--- config.mk ---
export PLATFORM = sky130hd
export DESIGN_NAME = sorted_candidate_list_insert_unit
export DESIGN_NICKNAME = d
export VERILOG_FILES = /design/src/design/scli_pkg.sv /design/src/design/scli_slot_ram.sv /design/src/design/scli_cfg_regs.sv /design/src/design/scli_insert_ctrl.sv /design/src/design/sorted_candidate_list_insert_unit.sv
export SDC_FILE = /design/constraint.sdc
export NUM_CORES = 1
export LEC_CHECK = 0
export CORE_MARGIN = 10
export CORE_UTILIZATION = 60
export DETAILED_ROUTE_END_ITERATION = 10
export DONT_BUFFER_PORTS = 1
export PLACE_DENSITY_LB_ADDON = 0.1
export SLEW_MARGIN = 10
export SYNTH_ARGS = -nofsm -noshare
export SYNTH_HDL_FRONTEND = slang
export SYNTH_SLANG_ARGS = --single-unit
--- constraint.sdc ---
create_clock -name clk_i -period 11.77 [get_ports clk_i]
set_input_delay 0 -clock clk_i [delete_from_list [all_inputs] [get_ports clk_i]]
set_output_delay 0 -clock clk_i [all_outputs]
set_load 0.03 [all_outputs]
--- src/design/scli_pkg.sv ---
// Shared types, constants and state encoding for the sorted candidate list.
package scli_pkg;

  localparam int ModeW         = 8;
  localparam int CostW         = 40;
  localparam int RankW         = 3;
  localparam int KeepW         = 4;
  localparam int MaxCandidates = 8;
  localparam int OutLimit      = 8;
  localparam int DataW         = 32;
  localparam int AddrW         = 3;

  localparam logic [KeepW-1:0] KeepReset = 4'd8;

  // register index, taken from paddr above the byte offset
  localparam logic RegKeepCount = 1'b0;

  typedef struct packed {
    logic [ModeW-1:0] mode;
    logic [CostW-1:0] cost;
    logic             end_of_block;
  } in_word_t;

  typedef struct packed {
    logic [RankW-1:0] rank;
    logic [ModeW-1:0] best_mode;
    logic [CostW-1:0] best_cost;
    logic             last;
  } out_word_t;

  typedef struct packed {
    logic [ModeW-1:0] mode;
    logic [CostW-1:0] cost;
  } slot_t;

  typedef enum logic [1:0] {
    StIdle,
    StCmp,
    StPut,
    StEmit
  } ctrl_state_e;

endpackage

--- src/design/scli_slot_ram.sv ---
// Slot memory: one write port, one read port, registered read data.
module scli_slot_ram
  import scli_pkg::*;
#(
  parameter int Depth = MaxCandidates,
  localparam int AW = (Depth > 1) ? $clog2(Depth) : 1
) (
  input  logic          clk_i,
  input  logic          we_i,
  input  logic [AW-1:0] waddr_i,
  input  slot_t         wdata_i,
  input  logic          re_i,
  input  logic [AW-1:0] raddr_i,
  output slot_t         rdata_o
);

  slot_t mem_q [Depth];
  slot_t rdata_q;

  always_ff @(posedge clk_i) begin
    if (we_i) begin
      mem_q[waddr_i] <= wdata_i;
    end
  end

  always_ff @(posedge clk_i) begin
    if (re_i) begin
      rdata_q <= mem_q[raddr_i];
    end
  end

  assign rdata_o = rdata_q;

endmodule

--- src/design/scli_cfg_regs.sv ---
// Configuration register file behind the APB-style port.
module scli_cfg_regs
  import scli_pkg::*;
(
  input  logic             clk_i,
  input  logic             rst_ni,
  input  logic             psel,
  input  logic             penable,
  input  logic             pwrite,
  input  logic [AddrW-1:0] paddr,
  input  logic [DataW-1:0] pwdata,
  output logic [DataW-1:0] prdata,
  output logic             pready,
  output logic [KeepW-1:0] keep_count_o
);

  logic [KeepW-1:0] keep_q, keep_d;
  logic             wr_en;

  assign pready = 1'b1;
  assign wr_en  = psel && penable && pwrite && pready && (paddr[2] == RegKeepCount);

  always_comb begin
    keep_d = keep_q;
    if (wr_en) begin
      keep_d = pwdata[KeepW-1:0];
    end
  end

  always_ff @(posedge clk_i or negedge rst_ni) begin
    if (!rst_ni) begin
      keep_q <= KeepReset;
    end else begin
      keep_q <= keep_d;
    end
  end

  always_comb begin
    prdata = '0;
    if (paddr[2] == RegKeepCount) begin
      prdata = {{(DataW-KeepW){1'b0}}, keep_q};
    end
  end

  assign keep_count_o = keep_q;

endmodule

--- src/design/scli_insert_ctrl.sv ---
// Insertion walk and list read-out sequencer around the slot memory.
module scli_insert_ctrl
  import scli_pkg::*;
#(
  parameter int Depth = MaxCandidates,
  localparam int AW   = (Depth > 1) ? $clog2(Depth) : 1,
  localparam int CntW = $clog2(Depth + 1)
) (
  input  logic             clk_i,
  input  logic             rst_ni,
  input  logic [KeepW-1:0] keep_count_i,
  input  logic             start_i,
  input  in_word_t         in_word_i,
  output logic             busy_o,
  output logic             out_valid_o,
  output out_word_t        out_word_o,
  output logic             mem_we_o,
  output logic [AW-1:0]    mem_waddr_o,
  output slot_t            mem_wdata_o,
  output logic             mem_re_o,
  output logic [AW-1:0]    mem_raddr_o,
  input  slot_t            mem_rdata_i
);

  localparam int CapLimit = (Depth < OutLimit) ? Depth : OutLimit;

  ctrl_state_e      state_q, state_d;
  logic [AW-1:0]    idx_q, idx_d;
  logic [AW-1:0]    emit_q, emit_d;
  logic             chk_q, chk_d;
  logic             eob_q, eob_d;
  logic [CntW-1:0]  filled_q, filled_d;
  slot_t            new_q, new_d;
  logic             out_valid_q, out_valid_d;
  logic [RankW-1:0] rank_q, rank_d;
  logic             last_q, last_d;

  logic [KeepW-1:0] keep_lim;
  logic [CntW-1:0]  cap;
  logic [CntW-1:0]  n;
  logic             gt;
  logic             emit_last;
  ctrl_state_e      fin_state;

  // clamp the retained size to 1..min(OutLimit, Depth)
  always_comb begin
    keep_lim = keep_count_i;
    if (keep_count_i == '0) begin
      keep_lim = KeepW'(1);
    end else if (keep_count_i > KeepW'(CapLimit)) begin
      keep_lim = KeepW'(CapLimit);
    end
  end

  assign cap       = CntW'(keep_lim);
  assign n         = (filled_q > cap) ? cap : filled_q;
  assign gt        = mem_rdata_i.cost > new_q.cost;
  assign emit_last = (CntW'(emit_q) + CntW'(1)) == filled_q;
  assign fin_state = eob_q ? StEmit : StIdle;

  // next state
  always_comb begin
    state_d  = state_q;
    idx_d    = idx_q;
    emit_d   = emit_q;
    chk_d    = chk_q;
    eob_d    = eob_q;
    filled_d = filled_q;
    new_d    = new_q;
    case (state_q)
      StIdle: begin
        if (start_i) begin
          new_d.mode = in_word_i.mode;
          new_d.cost = in_word_i.cost;
          eob_d      = in_word_i.end_of_block;
          emit_d     = '0;
          filled_d   = (n < cap) ? n + CntW'(1) : cap;
          if (n == '0) begin
            idx_d   = '0;
            state_d = StPut;
          end else if (n < cap) begin
            idx_d   = AW'(n);
            chk_d   = 1'b0;
            state_d = StCmp;
          end else begin
            // full: test the worst entry before anything moves
            idx_d   = AW'(cap - CntW'(1));
            chk_d   = 1'b1;
            state_d = StCmp;
          end
        end
      end
      StCmp: begin
        if (chk_q) begin
          if (!gt) begin
            state_d = fin_state;
          end else begin
            chk_d   = 1'b0;
            state_d = (idx_q == '0) ? StPut : StCmp;
          end
        end else if (gt) begin
          idx_d   = idx_q - AW'(1);
          state_d = (idx_q == AW'(1)) ? StPut : StCmp;
        end else begin
          state_d = fin_state;
        end
      end
      StPut: begin
        state_d = fin_state;
      end
      StEmit: begin
        emit_d = emit_q + AW'(1);
        if (emit_last) begin
          filled_d = '0;
          state_d  = StIdle;
        end
      end
      default: begin
        state_d = StIdle;
      end
    endcase
  end

  // memory accesses and result word
  always_comb begin
    mem_re_o    = 1'b0;
    mem_raddr_o = '0;
    mem_we_o    = 1'b0;
    mem_waddr_o = idx_q;
    mem_wdata_o = new_q;
    out_valid_d = 1'b0;
    rank_d      = rank_q;
    last_d      = last_q;
    case (state_q)
      StIdle: begin
        if (start_i && (n != '0)) begin
          mem_re_o    = 1'b1;
          mem_raddr_o = (n < cap) ? AW'(n - CntW'(1)) : AW'(cap - CntW'(1));
        end
      end
      StCmp: begin
        if (chk_q) begin
          if (gt && (idx_q != '0)) begin
            mem_re_o    = 1'b1;
            mem_raddr_o = idx_q - AW'(1);
          end
        end else begin
          // write slot idx while reading idx-2: never the same entry
          mem_we_o    = 1'b1;
          mem_wdata_o = gt ? mem_rdata_i : new_q;
          if (gt && (idx_q != AW'(1))) begin
            mem_re_o    = 1'b1;
            mem_raddr_o = idx_q - AW'(2);
          end
        end
      end
      StPut: begin
        mem_we_o = 1'b1;
      end
      StEmit: begin
        mem_re_o    = 1'b1;
        mem_raddr_o = emit_q;
        out_valid_d = 1'b1;
        rank_d      = RankW'(emit_q);
        last_d      = emit_last;
      end
      default: begin
        mem_re_o = 1'b0;
      end
    endcase
  end

  always_ff @(posedge clk_i or negedge rst_ni) begin
    if (!rst_ni) begin
      state_q     <= StIdle;
      filled_q    <= '0;
      out_valid_q <= 1'b0;
      idx_q       <= '0;
      emit_q      <= '0;
      chk_q       <= 1'b0;
      eob_q       <= 1'b0;
    end else begin
      state_q     <= state_d;
      filled_q    <= filled_d;
      out_valid_q <= out_valid_d;
      idx_q       <= idx_d;
      emit_q      <= emit_d;
      chk_q       <= chk_d;
      eob_q       <= eob_d;
    end
  end

  always_ff @(posedge clk_i) begin
    new_q  <= new_d;
    rank_q <= rank_d;
    last_q <= last_d;
  end

  assign busy_o                = (state_q != StIdle);
  assign out_valid_o           = out_valid_q;
  assign out_word_o.rank       = rank_q;
  assign out_word_o.best_mode  = mem_rdata_i.mode;
  assign out_word_o.best_cost  = mem_rdata_i.cost;
  assign out_word_o.last       = last_q;

endmodule

--- src/design/sorted_candidate_list_insert_unit.sv ---
// Sorted candidate list: usage notes
// Keeps up to keep_count mode candidates sorted by ascending cost; ties keep
// their arrival order and the worst entry drops off a full list.
// Input channel: a word on in_word_i is taken at an edge where start_i is
// high and busy_o is low. Insertion walks the slot memory from the tail,
// one slot per cycle through its single read port and single write port;
// keep_count is held to 1..min(8, MAX_CANDIDATES), and a word rejected
// by a full list is dropped after one comparison with the worst entry.
// A word with end_of_block set is inserted first, then the list is read
// out best first, one word per cycle on out_word_o with out_valid_o, rank
// counting from 0 and last on the final word, after which the list is
// empty. Busy stays high until the last word, which shows in the cycle
// busy drops.
// Results cannot be held off: each word is valid for exactly one cycle.
// Configuration: keep_count at byte address 0 of the APB-style port, reset
// 8; write it only while idle. Reset empties the list at once.
module sorted_candidate_list_insert_unit
  import scli_pkg::*;
#(
  parameter int MAX_CANDIDATES = MaxCandidates
) (
  input  logic             clk_i,
  input  logic             rst_ni,
  input  logic             psel,
  input  logic             penable,
  input  logic             pwrite,
  input  logic [AddrW-1:0] paddr,
  input  logic [DataW-1:0] pwdata,
  output logic [DataW-1:0] prdata,
  output logic             pready,
  input  logic             start_i,
  input  in_word_t         in_word_i,
  output logic             busy_o,
  output logic             out_valid_o,
  output out_word_t        out_word_o
);

  localparam int AW = (MAX_CANDIDATES > 1) ? $clog2(MAX_CANDIDATES) : 1;

  logic [KeepW-1:0] keep_count;
  logic             mem_we;
  logic [AW-1:0]    mem_waddr;
  slot_t            mem_wdata;
  logic             mem_re;
  logic [AW-1:0]    mem_raddr;
  slot_t            mem_rdata;

  scli_cfg_regs u_cfg (
    .clk_i,
    .rst_ni,
    .psel,
    .penable,
    .pwrite,
    .paddr,
    .pwdata,
    .prdata,
    .pready,
    .keep_count_o (keep_count)
  );

  scli_insert_ctrl #(
    .Depth (MAX_CANDIDATES)
  ) u_ctrl (
    .clk_i,
    .rst_ni,
    .keep_count_i (keep_count),
    .start_i,
    .in_word_i,
    .busy_o,
    .out_valid_o,
    .out_word_o,
    .mem_we_o     (mem_we),
    .mem_waddr_o  (mem_waddr),
    .mem_wdata_o  (mem_wdata),
    .mem_re_o     (mem_re),
    .mem_raddr_o  (mem_raddr),
    .mem_rdata_i  (mem_rdata)
  );

  scli_slot_ram #(
    .Depth (MAX_CANDIDATES)
  ) u_ram (
    .clk_i,
    .we_i    (mem_we),
    .waddr_i (mem_waddr),
    .wdata_i (mem_wdata),
    .re_i    (mem_re),
    .raddr_i (mem_raddr),
    .rdata_o (mem_rdata)
  );

endmodule

Word level (Yosys, flattened, before mapping) --
Memory sizes are Yosys's and may differ from the RTL's. A register that Yosys moved wholly into a read port is not among the register bits. Index checks and enable logic that the tools add are counted.
Word-level totals: output and inout bits 87, bits in writable memories 384, input bits 90, memories kept 1, register bits after elaboration 71, word-level logic and storage cells 108
Operators by class: $lt $le $gt $ge 4, bitwise gates (word level) 1, reductions and logical operators 21, add/subtract/negate cells 7, multiplexer cells 51, eq/ne operators 11
Memories:
- u_ram.mem_q | depth 8, width 48, read ports 1, clocked after Yosys merged registers in 1, write ports 1, line scli_slot_ram.sv:17 | slot_t mem_q [Depth];
Operator list (number):
- $mux W48 | 3
- $gt A40 B40 Y1 | 1
- $mux W3 | 11
- $mux W4 | 7
- $mux W2 | 9
- $mux W1 | 13
- $pmux W3 S2 | 2
- $pmux W3 S3 | 1
- $sub A3 B1 Y3 const B | 3
- $logic_not A4 Y1 | 2
- $pmux W2 S4 | 1
- $pmux W4 S2 | 1
- $logic_and A1 B1 Y1 | 6
- $ne A2 B2 Y1 const B | 3
- $reduce_and A2 Y1 | 3
- $reduce_and A3 Y1 | 2
- $reduce_bool A2 Y1 | 3
- $add A3 B1 Y4 const B | 1
- $add A4 B1 Y4 const B | 1
- $eq A2 B2 Y1 const B | 2
- $eq A4 B4 Y1 | 1
- $gt A4 B4 Y1 | 1
- $gt A4 B4 Y1 const B | 1
- $lt A4 B4 Y1 | 1
- 14 further kinds | 16

Depth between registers and ports, before layout --
Gate-level depths: netlist of run 1.
word-level depth 10, depth in mapped cells 21, mapped depth without buffers 17

Cells and area by module --
A second synthesis of run 1 with hierarchy kept.
Unflattened totals: cell total of the unflattened synthesis 1202, area, all modules 21580.7 um2
Modules (own cells, without submodules):
- scli_slot_ram | times used 1, sequential area each 12972.4 um2, area an instance 16100.4 um2, cells each 616
- scli_insert_ctrl | times used 1, sequential area each 1936.9 um2, area an instance 5049.8 um2, cells each 542
- scli_cfg_regs | times used 1, sequential area each 101.3 um2, area an instance 430.4 um2, cells each 44

Worst setup path before layout of run 1 --
OpenSTA, ideal clock, no wires.
kind register -> register, from reg u_cfg.keep_q[3], in the netlist u_cfg.keep_count_o[3], to reg u_ram.rdata_o[0] (netlist name), data required time 11316 ps, setup time 454 ps, cell stages (with the launch flop) 14, setup slack 6647 ps, path buffers 0, arrival time 4670 ps, clock period less this slack 5123 ps, cell sequence dfstp_2 > inv_1 > and2_1 > ha_1 > and4_1 > a21oi_1 > mux2_2 > inv_1 > ha_1 > nand2_1 > mux2i_1 > nor2_1 > nor3_1 > nor2_1
Between the ends: word-level cells in the longest chain between the ends 9, elaborated cells between the ends (all ways) 16, classes of those cells add/sub (2); order compare (3); mux (8); reduce/logical (3)
Ends and longest elaborated chain:
- from (decl) | line scli_cfg_regs.sv:17 | logic [KeepW-1:0] keep_q, keep_d;
- from (signal assigned) | line scli_cfg_regs.sv:32 | keep_q <= KeepReset;
- from (signal assigned) | line scli_cfg_regs.sv:34 | keep_q <= keep_d;
- $gt A4 B4 Y1 | line scli_insert_ctrl.sv:50 | end else if (keep_count_i > KeepW'(CapLimit)) begin
- $mux W4 | line scli_insert_ctrl.sv:50
- $mux W4 (*) | line scli_insert_ctrl.sv:48 | if (keep_count_i == '0) begin
- $gt A4 B4 Y1 | line scli_insert_ctrl.sv:56 | assign n = (filled_q > cap) ? cap : filled_q;
- $mux W4 (*) | line scli_insert_ctrl.sv:56
- $reduce_bool A4 Y1 (*) | line scli_insert_ctrl.sv:136 | if (start_i && (n != '0)) begin
- $logic_and A1 B1 Y1 (*) | line scli_insert_ctrl.sv:136
- $mux W1 (*) | line scli_insert_ctrl.sv:136
- $pmux W1 S3 (*) | line scli_insert_ctrl.sv:134 | case (state_q)
- via mem_re | line sorted_candidate_list_insert_unit.sv:44 | logic mem_re;
The timed path passes the listed nets; every way through them passes the cells marked *. A chain may end at the register's enable or synchronous reset.

Worst setup path in the final report of run 1 --
from reg u_cfg.keep_q[1], in the netlist u_cfg.keep_count_o[1], to reg u_ram.rdata_o[47] (netlist name)
Between the ends: word-level cells in the longest chain between the ends 9, elaborated cells between the ends (all ways) 16, classes of those cells add/sub (2); order compare (3); mux (8); reduce/logical (3)
Ends and longest elaborated chain:
- $gt A4 B4 Y1 | line scli_insert_ctrl.sv:50
- $mux W4 | line scli_insert_ctrl.sv:50
- $mux W4 (*) | line scli_insert_ctrl.sv:48
- $gt A4 B4 Y1 | line scli_insert_ctrl.sv:56
- $mux W4 | line scli_insert_ctrl.sv:56
- $lt A4 B4 Y1 (tied with other cells) | line scli_insert_ctrl.sv:138 | mem_raddr_o = (n < cap) ? AW'(n - CntW'(1)) : AW'(cap - CntW'(1));
- $mux W3 / $logic_and A1 B1 Y1 (equally long branches) | line scli_insert_ctrl.sv:138, scli_insert_ctrl.sv:136
- $mux W3 / $mux W1 (equally long branches) | line scli_insert_ctrl.sv:136
- $pmux W3 S3 / $pmux W1 S3 (equally long branches) | line scli_insert_ctrl.sv:134
Mark *: on every way between the ends. The rest lies on a longest branch, timed or not.

==> results of run 1 <==
==> worst max-delay path by stage <==
stage,slack [ns],from,end,cells after the start
3_5_place_dp,4.94,u_cfg.keep_count_o[1],u_ram.rdata_o[11],18
3_3_place_gp,5.02,u_cfg.keep_count_o[2],u_ram.rdata_o[8],17
2_1_floorplan,6.65,u_cfg.keep_count_o[3],u_ram.rdata_o[0],13
5_1_grt,4.49,u_cfg.keep_count_o[1],u_ram.rdata_o[47],18
4_1_cts,4.90,u_cfg.keep_count_o[1],u_ram.rdata_o[47],18
6_report,4.87,u_cfg.keep_count_o[1],u_ram.rdata_o[47],18
==> cells in the final DEF (no fill, tap or decap), types with 19 or more instances in the layout <==
cell / n
a21oi_1: 29
o21ai_0: 19
a211oi_2: 29
nand2_1: 33
a22o_1: 49
mux2i_1: 150
dlygate4sd3_1: 59
a211oi_1: 23
nor2_1: 19
edfxtp_1: 484
or2_2: 98
o22ai_1: 48
inv_1: 61
clkbuf_16: 52
mux2_2: 55
buf_4: 24
ha_1: 62
conb_1: 29
==> critical path, stage by stage (launching register included) <==
cell,delay [ns]
dfrtp_1,0.38
nor2b_1,0.25
inv_1,0.14
ha_1,0.31
nor2b_1,0.15
o211ai_1,0.16
a21oi_1,0.54
mux2_2,0.45
ha_1,0.32
nand2_1,0.06
a211oi_1,0.19
o32a_1,0.63
mux2i_1,0.29
o221ai_4,0.26
buf_4,0.80
nand4_1,0.70
buf_4,0.59
o22ai_1,0.25
a211oi_1,0.09
==> layer usage <==
layer / vias up / GRT usage / routed length (um)
met2: 380 / 0.363 / 24000
met3: 54 / 0.0491 / 3340
li1: 5439 / - / -
met4: 0 / 0.0617 / 961
met1: 6042 / 0.279 / 20000
met5: - / 0 / 0
==> logic make-up (layout without fill, tap and decap cells) <==
group                      after synthesis  count (layout)  synth area share
DFF                                    503             503             0.687
AOI/OAI and AO/OA                      233             233            0.0844
and+or+nand+nor                        217             217            0.0551
muxes                                  205             205            0.0970
buffers and inverters                  158             237            0.0370
adders and majority gates               63              63            0.0361
xor gates and xnor gates                 8               8           0.00321
other                                    2              29          0.000344
==> flip-flops by register name, indices dropped and copies added, names as in the netlist <==
name / count
u_ctrl.last_q: 1
u_ctrl.eob_q: 1
u_ram.rdata_o: 48
u_ctrl.chk_q: 1
u_ctrl.state_q: 2
u_ctrl.new_q: 48
u_ctrl.emit_q: 3
u_ram.mem_q: 384
u_cfg.keep_count_o: 4
u_ctrl.filled_q: 4
u_ctrl.rank_q: 3
u_ctrl.mem_waddr_o: 3
u_ctrl.out_valid_o: 1
==> final cells by class <==
class	count	area [um2]
clock buffer	64	1350
clock inverter	27	171
fill	2444	11400
inverter	63	238
multi-input combinational	755	6220
sequential	503	15000
tap	461	577
timing repair buffer	83	771
==> power groups by stage <==
stage / sequential (W) / clock, W / combinational [W]
after CTS: 0.00290 / 0.00151 / 0.00259
final: 0.00290 / 0.00148 / 0.00257
after global routing: 0.00293 / 0.00158 / 0.00279
after global placement: 0.00293 / 0 / 0.00249
after detailed placement: 0.00293 / 0 / 0.00255
after floorplan: 0.00285 / 0 / 0.00193
==> what timing repair did <==
item,in CTS,in global routing
hold buffers,59,0
gates resized for setup,0,0
hold endpoints to repair,83,0
==> stage by stage <==
stage	utilization	std cells	area (um2)	hold WS, ns	total power [W]
2_1_floorplan	-	1416	22000	-0.296	0.00478
3_3_place_gp	0.622	1806	22200	-0.295	0.00542
3_5_place_dp	0.622	1806	22200	-0.295	0.00549
4_1_cts	0.681	1956	24300	0.00698	0.00699
5_1_grt	0.681	1956	24300	0.0191	0.00731
6_report	0.681	1956	24300	0.0222	0.00694
==> metrics.txt, run 1 <==
FF-to-FF End=u_ram.rdata_o[47]; CTS tree=built; routed vias=11915; RSZ-0062 raised after global routing=false; CTS sink cnt=503; Hold WC Path Type=in -> async; RD Place Congestion=0.840; Reg power frac=0.417; worst path arrival time=7.18 ns; vias per inst=6.09; fmax=145 MHz; post-route minimum period=6.90 ns; share of cells above drive strength 1=0.196; Psw=0.00263 W; Post-synth ARST share=0.0378; NumNets Final=1610; H-tree levels=2; synthesized flop and latch total=503; depth of the most critical reg-to-reg path=18; maximum fanout along the worst path=55; Synth area leaders=edfxtp_1, mux2i_1, ha_1; clk buf depth=3; Final period util=0.586; main flop type after synthesis=edfxtp_1; post-synth top area share=0.665; Seq/Total Area, Yosys=0.687; Max-slew headroom=0.167; first-pass iteration count of the detailed router=5; Post-synth top cells=edfxtp_1, mux2i_1, or2_2; largest net degree at the start of global routing=101; total negative setup slack=0 ns; initial antenna violation count=0; GRT overflow=0; final hold violations=0; critical path launch point type=register; port bufs=0; die width=211 um; Area Growth Syn to Fin=11.3%; Peak supply drop=0.000257 V; combinational power share=0.370; All-Layer GR Usage=0.217; first-pass GRT wire length=73.2 mm; Die Y=211 um; Gate Count Post-Synth=1389; Cell Int Power=0.00432 W; die area=44500 um2; CP Class=reg -> reg; clk_lat worst skew=0.59 ns; initial drt markers=904; Worst-Margin Slew=1.24 ns; vias in the first global route=12009; CTS buffer count=51; number of synthesis warnings=0; Clk pwr share=0.213; Post-synth EDFFs=484; CTS Root Cell=clkbuf_16; Worst-path clk slew=0.06 ns; static leakage=8.68 nW; library cells used by synthesis=58; final WL=48.3 mm; Post-CTS Setup Repair Bufs=0; Cell Area, Synth=21900 um2; num rows=69; max_cap viols=0; status=finished, final reports clean; antenna cells=0; Synth area leader=edfxtp_1; power per cell area=285 nW/um2; most common cell in the netlist=edfxtp_1; Routed Antenna Nets=0; clk_skew=0.0179 ns; core area=35700 um2; Final WS setup=4.87 ns; synthesized area per cell=15.7 um2; final setup fails=0; initial core utilization=0.611; Final Max Slew Viols=0; setup slack at placement=4.94 ns; routed wire length per instance=24.7 um; Net Sw Frac=0.378; Post-route DRC=0; HPWL Detailed=26.6 mm; worst reg2reg startpoint=u_cfg.keep_count_o[1]; critical path endpoint category=register; R2R Setup Slk=4.87 ns; WP data required=12.06 ns; I/O Pins=177
(Power assumes the default switching activity.)
==> inputs of run 2 (changes only) <==
--- a/config.mk
+++ b/config.mk
@@ -5,8 +5,9 @@
 export SDC_FILE = /design/constraint.sdc
 export NUM_CORES = 1
 export LEC_CHECK = 0
+export ABC_AREA = 1
 export CORE_MARGIN = 10
-export CORE_UTILIZATION = 60
+export CORE_UTILIZATION = 58
 export DETAILED_ROUTE_END_ITERATION = 10
 export DONT_BUFFER_PORTS = 1
 export PLACE_DENSITY_LB_ADDON = 0.1
==> constraint.sdc (replaced) <==
create_clock -name clk_i -period 5.9 [get_ports clk_i]
set_input_delay 0 -clock clk_i [delete_from_list [all_inputs] [get_ports clk_i]]
set_output_delay 0 -clock clk_i [all_outputs]
set_load 0.03 [all_outputs]
==> run 2 against run 1 <==
Effect of this change: setup slack worse by 3.7 ns; total power is 110% higher; flip-flop and latch count stayed put; via count is 29% higher; final cell count is 52% higher; largest cell class unchanged.
==> metrics.txt, run 2 <==
first-pass GRT wire length=83.7 mm (+14%); die area=48900 um2 (+10%); Worst-Margin Slew=1.08 ns (-0.160 ns); RSZ-0062 raised after global routing=false; synthesized flop and latch total=503 (unchanged); HPWL Detailed=29.3 mm (+10%); final setup fails=0 (unchanged); Hold WC Path Type=in -> reg; post-route minimum period=4.75 ns (-2.14 ns); Post-synth ARST share=0.0378 (unchanged); vias per inst=5.17 (-15%); post-synth top area share=0.619 (-0.0457); CP cell instances=nor2_1 -> inv_1 -> ha_1 -> nand2_1 -> inv_2 -> nand2_1 -> nand2_2 -> nand2_4 -> o21ai_0 -> ha_1 -> nand2_1 -> nand2_1 -> nand2_1 -> nand3_1 -> nand3_1 -> nand3_1 -> nand2_4 -> buf_4 -> nor2_1 -> nand2_1 -> nand2_1 -> nand2_1 -> nand2_1; Post-CTS Resized=0 (unchanged); Routed Antenna Nets=0 (unchanged); status=finished, final reports clean; share of cells above drive strength 1=0.0600 (-0.136); initial antenna violation count=1 (+1); Layout Cells excl Fill=2974 (+52%); WHS=0.0309 ns (+0.00873 ns); Post-synth EDFFs=484 (unchanged); CP Class=reg -> reg; number of synthesis warnings=0 (unchanged); Gate Count Post-Synth=2352 (+69%); Final period util=0.806 (+0.220); first-pass iteration count of the detailed router=5 (unchanged); CTS Root Cell=clkbuf_16; CP Buf/Inv Count=3 (unchanged); H-tree levels=2 (unchanged); num rows=73 (+5.8%); Die Y=221 um (+4.9%); synthesized area per cell=9.98 um2 (-37%); GRT overflow=0 (unchanged); Synth area leader=edfxtp_1; library cells used by synthesis=48 (-17%); vias in the first global route=15278 (+27%); maximum fanout along the worst path=68 (+24%); Post-route DRC=0 (unchanged); commonest non-fill, non-tap cell in the layout=nand2_1; clk_skew=0.0173 ns (-0.000632 ns); NumNets Final=2562 (+59%); Post-synth top cells=nand2_1, edfxtp_1, inv_1; Cell Area, Synth=23500 um2 (+7.4%); Worst-path clk slew=0.06 ns (about the same); CTS buffer count=50 (-2.0%); CP top delay family=simple AND/OR/NAND/NOR gates; die width=221 um (+4.9%); largest net degree at the start of global routing=109 (+7.9%); antenna cells=0 (unchanged); commonest non-fill, non-tap cells in the layout=nand2_1, edfxtp_1, inv_1; Final Max Slew Viols=0 (unchanged); core area=39900 um2 (+12%); most common cell in the netlist=nand2_1; max_cap viols=0 (unchanged); total negative setup slack=0 ns (unchanged); Post-CTS Setup Repair Bufs=0 (unchanged); static leakage=11.2 nW (+29%); Max-slew headroom=0.274 (+0.107); routed wire length per instance=17.9 um (-28%); Slowest cell on crit path=nand2_4; Crit path largest cell delay=0.62 ns (-0.18 ns); WP data required=6.24 ns (-5.82 ns); All-Layer GR Usage=0.215 (-0.00178); Area Growth Syn to Fin=11.1%; flip-flop count of the largest register after layout=384 (unchanged); routed vias=15387 (+29%); initial core utilization=0.588 (-0.0235); I/O Pins=177 (unchanged); Synth area leaders=edfxtp_1, nand2_1, inv_1; CTS tree=built; main flop type after synthesis=edfxtp_1; Reg with most FFs=u_ram.mem_q; final WL=53.3 mm (+10%); clk buf depth=3 (unchanged); clk_lat worst skew=0.59 ns (about the same); Peak supply drop=0.000391 V (+52%); final hold violations=0 (unchanged); fmax=210 MHz (+45%); CP dominant cell by count=nand2_1; initial drt markers=1062 (+17%); Seq/Total Area, Yosys=0.640 (-0.0472); power per cell area=569 nW/um2 (+99%); worst path arrival time=5.09 ns (-2.09 ns); placed insts=2811 (+56%); critical path launch point type=register; RD Place Congestion=0.812 (-3.4%); port bufs=0 (unchanged); CTS sink cnt=503 (unchanged); critical path endpoint category=register
run 2: cell count changes after synthesis, moves of 11 or more:
cell,change
mux2_2,-47
nor2b_1,-11
nand3_1,+200
o22ai_1,-44
a21oi_1,+37
or2_2,-97
mux2i_1,-150
a211oi_1,-21
inv_1,+329
nand2_1,+592
a211oi_2,-29
nor2_1,+246
a22o_1,-48
buf_2,+17
run 2: kinds of logic (layout without fill, tap and decap cells):
| kind of cell | count (synthesis) | in the layout | share of synthesized area |
|---|---|---|---|
| AO/OA/AOI/OAI | 115 | 115 | 0.0280 |
| XOR/XNOR | 5 | 5 | 0.00187 |
| adder cells (fa/ha/maj) | 63 | 63 | 0.0336 |
| buffers and inverters | 520 | 590 | 0.0952 |
| flip-flops | 503 | 503 | 0.640 |
| multiplexers | 8 | 8 | 0.00384 |
| other | 2 | 29 | 0.000320 |
| AND/OR/NAND/NOR | 1136 | 1136 | 0.198 |
run 2: worst paths after layout:
check / from / cells past startpoint / slack (ns) / end
max: u_cfg.keep_count_o[3] / 23 / 1.15 / u_ram.rdata_o[32]
min: in_word_i[45] / 1 / 0.03 / u_ctrl.new_q[44]
max reg2reg: u_cfg.keep_count_o[3] / 23 / 1.15 / u_ram.rdata_o[32]
min reg2reg: u_ctrl.emit_q[2] / 0 / 0.54 / u_ctrl.rank_q[2]
max in group asynchronous: rst_ni / 2 / 4.80 / u_ctrl.out_valid_o
min in group asynchronous: rst_ni / 2 / 0.55 / u_cfg.keep_count_o[1]
run 2: stage by stage:
stage	utilization	total power (W)	cell area (um2)	worst slack (ns)
after CTS	0.653	0.0149	26100	1.15
after detailed placement	0.598	0.0119	23900	1.18
final	0.653	0.0148	26100	1.15
after global routing	0.653	0.0159	26100	0.736
after floorplan	-	0.0103	23600	0.653
after global placement	0.598	0.0118	23900	1.25
run 2: what timing repair did:
| item | in CTS | in global routing |
|---|---|---|
| endpoints found under the setup margin | 0 | 0 |
| hold buffers | 71 | 0 |
| endpoints found under the hold margin | 84 | 0 |
run 2: layout make-up:
class / instances / area (um2)
clock buffers: 65 / 1310
repair buffers: 99 / 996
multi-input cells: 1356 / 6410
inverters: 399 / 1500
fillers: 3072 / 13800
flip-flops and latches: 503 / 15000
clock inverters: 27 / 195
well taps: 525 / 657
run 2: per-layer routing:
layer  routed length (um)  GRT usage
met1                22300      0.270
met2                26500      0.368
met3                 3200     0.0395
met4                 1320     0.0729
met5                   15          0
run 2: where the power goes:
part / leakage, nW / internal [W] / total [W] / switching [W]
Combinational: 5.86 / 0.00166 / 0.00593 / 0.00427
Clock: 0.731 / 0.00165 / 0.00296 / 0.00131
Sequential: 4.63 / 0.00522 / 0.00594 / 0.000725
==> inputs of run 3 (changes only) <==
==> constraint.sdc (replaced) <==
create_clock -name clk_i -period 3.9 [get_ports clk_i]
set_input_delay 0 -clock clk_i [delete_from_list [all_inputs] [get_ports clk_i]]
set_output_delay 0 -clock clk_i [all_outputs]
set_load 0.03 [all_outputs]
==> run 3 against run 2 <==
Effect of this change: clock skew up 0.014 ns; worst hold slack lost 0.0057 ns; core utilization rose by 2.5 points; first-iteration DRC count increased by 24%; design area grew 3.9%; fmax grew 31%; critical endpoint is now u_ram.rdata_o[35].
==> metrics.txt, run 3 (synthesis results as in run 2) <==
status=finished, final reports clean; Placed Instance Area=24600 um2 (+3.0%); Reg with most FFs=u_ram.mem_q; Net Sw Frac=0.419 (-0.00636); worst path arrival time=3.98 ns (-1.11 ns); initial antenna violation count=1 (unchanged); initial core utilization=0.588 (unchanged); port bufs=0 (unchanged); die width=221 um (unchanged); critical path launch point type=register; initial drt markers=1320 (+24%); fill cell count=2948 (-4.0%); CTS Root Cell=clkbuf_16; setup slack at placement=0.124 ns (-1.06 ns); core area=39900 um2 (unchanged); post-route minimum period=3.64 ns (-1.11 ns); largest net degree at the start of global routing=67 (-39%); FF-to-FF End=u_ram.rdata_o[35]; Max-slew headroom=0.368 (+0.0942); Die Y=221 um (unchanged); clk buf depth=3 (unchanged); clk_skew=0.0310 ns (+0.0137 ns); power per cell area=890 nW/um2 (+56%); vias in the first global route=15758 (+3.1%); clk_lat worst skew=0.60 ns (about the same); first-pass iteration count of the detailed router=6 (+1); static leakage=11.8 nW (+4.9%); depth of the most critical reg-to-reg path=25 (+8.7%); combinational power share=0.463 (+0.063); Reg power frac=0.348 (-0.053); hold depth=1 (unchanged); H-tree levels=2 (unchanged); first-pass GRT wire length=85.4 mm (+2.1%); RSZ-0062 raised after global routing=false; Final period util=0.933 (+0.128); routed wire length per instance=18.5 um (+3.2%); Worst Hold Launch=in_word_i[48]; num rows=73 (unchanged); WP data required=4.24 ns (-2.00 ns); commonest non-fill, non-tap cells in the layout=nand2_1, edfxtp_1, inv_1; HPWL Detailed=31.7 mm (+8.3%); final setup fails=0 (unchanged); commonest non-fill, non-tap cell in the layout=nand2_1; Cell Int Power=0.0140 W (+64%); Critical path origin=u_cfg.keep_count_o[3]; Final WS setup=0.260 ns (-0.887 ns); maximum fanout along the worst path=15 (-78%); final hold violations=0 (unchanged); fmax=275 MHz (+31%); Worst-Margin Slew=0.944 ns (-0.138 ns); NumNets Final=2640 (+3.0%); Post-route DRC=0 (unchanged); RD Place Congestion=0.860 (+5.9%); vias per inst=5.27 (+1.8%); CTS buffer count=51 (+2.0%); CP Class=reg -> reg; I/O Pins=177 (unchanged); CTS sink cnt=503 (unchanged); critical path endpoint category=register; die area=48900 um2 (unchanged); Psw=0.0101 W (+60%); CTS tree=built; Min-Delay Endpoint=u_ctrl.new_q[47]; Peak supply drop=0.000564 V (+44%); flip-flop count of the largest register after layout=384 (unchanged); All-Layer GR Usage=0.219 (+0.00384); Layout Cells excl Fill=3052 (+2.6%); post-route cell area=27100 um2 (+3.9%); max_cap viols=0 (unchanged); R2R Setup Slk=0.26 ns (-0.89 ns); final WL=56.4 mm (+5.9%); Area Growth Syn to Fin=15.4%; Routed Antenna Nets=0 (unchanged); Worst-path clk slew=0.06 ns (about the same); Final Max Slew Viols=0 (unchanged); Hold WC Path Type=in -> reg; placed insts=2876 (+2.3%); share of cells above drive strength 1=0.0934 (+0.0334); worst reg2reg startpoint=u_cfg.keep_count_o[3]; routed vias=16071 (+4.4%); Clk pwr share=0.189 (-0.011); GRT overflow=0 (unchanged)
[run 3: cell types whose count changed in the layout (fill, tap and decap cells not counted), moves of 2 or more]
cell           before  now
buf_16              0    2
clkbuf_16          50   57
nand2_8             1    3
clkbuf_8            0    3
nand3_4             0    2
clkinv_2           10    7
a21oi_2             1    3
a21oi_1            66   64
inv_1             391  389
buf_4              22   75
inv_2               7   10
buf_12              6   23
buf_6               0    4
dlygate4sd3_1      71   65
[run 3: final cells by class]
class	count	area, um2	share of cell area
Clock inverter	22	139	0.00513
Clock buffer	70	1400	0.0516
Tap cell	525	657	0.0242
Timing Repair Buffer	174	1900	0.0701
Antenna cell	1	2.50	0.0000924
Inverter	399	1500	0.0553
Sequential cell	503	15000	0.554
Multi-Input combinational cell	1358	6480	0.239
[run 3: worst max-delay path: stages (launching register included)]
cell and delay, ns:
dfstp_2 0.58, nor2_1 0.07, inv_1 0.10, ha_1 0.24
nand2_1 0.07, inv_2 0.04, nand2_1 0.07, nand2_2 0.06
nand2_4 0.12, nand2_1 0.06, o21ai_1 0.12, buf_4 0.17
inv_1 0.04, ha_1 0.18, nand2_1 0.09, nor2_2 0.06
nor2_2 0.19, nand3_1 0.17, nand3_4 0.13, nand2_8 0.11
buf_12 0.23, clkbuf_16 0.19, nand3_1 0.11, nand2_1 0.07
nand2_1 0.06, nand2_1 0.05
[run 3: repair_timing]
item                                   CTS  global route
gates resized for setup                  0            22
setup buffers                            0            11
setup endpoints to repair                0            48
hold buffers                            65             0
endpoints found under the hold margin   84             0
[run 3: how the worst max path moves through the flow]
| stage | end | slack (ns) | cells past startpoint |
|---|---|---|---|
| 6_report | u_ram.rdata_o[35] | 0.26 | 25 |
| 3_5_place_dp | u_ram.rdata_o[35] | 0.12 | 22 |
| 4_1_cts | u_ram.rdata_o[1] | 0.09 | 22 |
| 3_3_place_gp | u_ram.rdata_o[23] | 0.18 | 22 |
| 5_1_grt | u_ram.rdata_o[0] | 0.004 | 25 |
| 2_1_floorplan | u_ram.mem_q[2][0] | -1.11 | 6 |
[run 3: per-layer routing]
layer | wire (um) | global-route usage | vias to the layer above | share of wire
li1 | - | - | 7784 | -
met1 | 23200 | 0.276 | 7643 | 0.41
met2 | 27900 | 0.372 | 545 | 0.49
met3 | 3910 | 0.0434 | 99 | 0.069
met4 | 1410 | 0.0733 | 0 | 0.025
met5 | 0 | 0 | - | 0
[run 3: through the flow]
stage	total power (W)	hold WS [ns]	setup TNS (ns)	utilization
after floorplan	0.0156	-0.296	-427.92	-
after global placement	0.0186	-0.295	0	0.615
final	0.0241	0.0252	0	0.679
after detailed placement	0.0189	-0.295	0	0.615
after global routing	0.0258	0.00979	0	0.679
after CTS	0.0236	0.000722	0	0.670
[run 3: power by group through the flow]
stage	clock network (W)	registers (W)	logic [W]
global route	0.00485	0.00848	0.0124
floorplan	0	0.00891	0.00667
CTS	0.00463	0.00839	0.0105
finish	0.00455	0.00839	0.0112
detailed placement	0	0.00850	0.0104
global placement	0	0.00847	0.0102
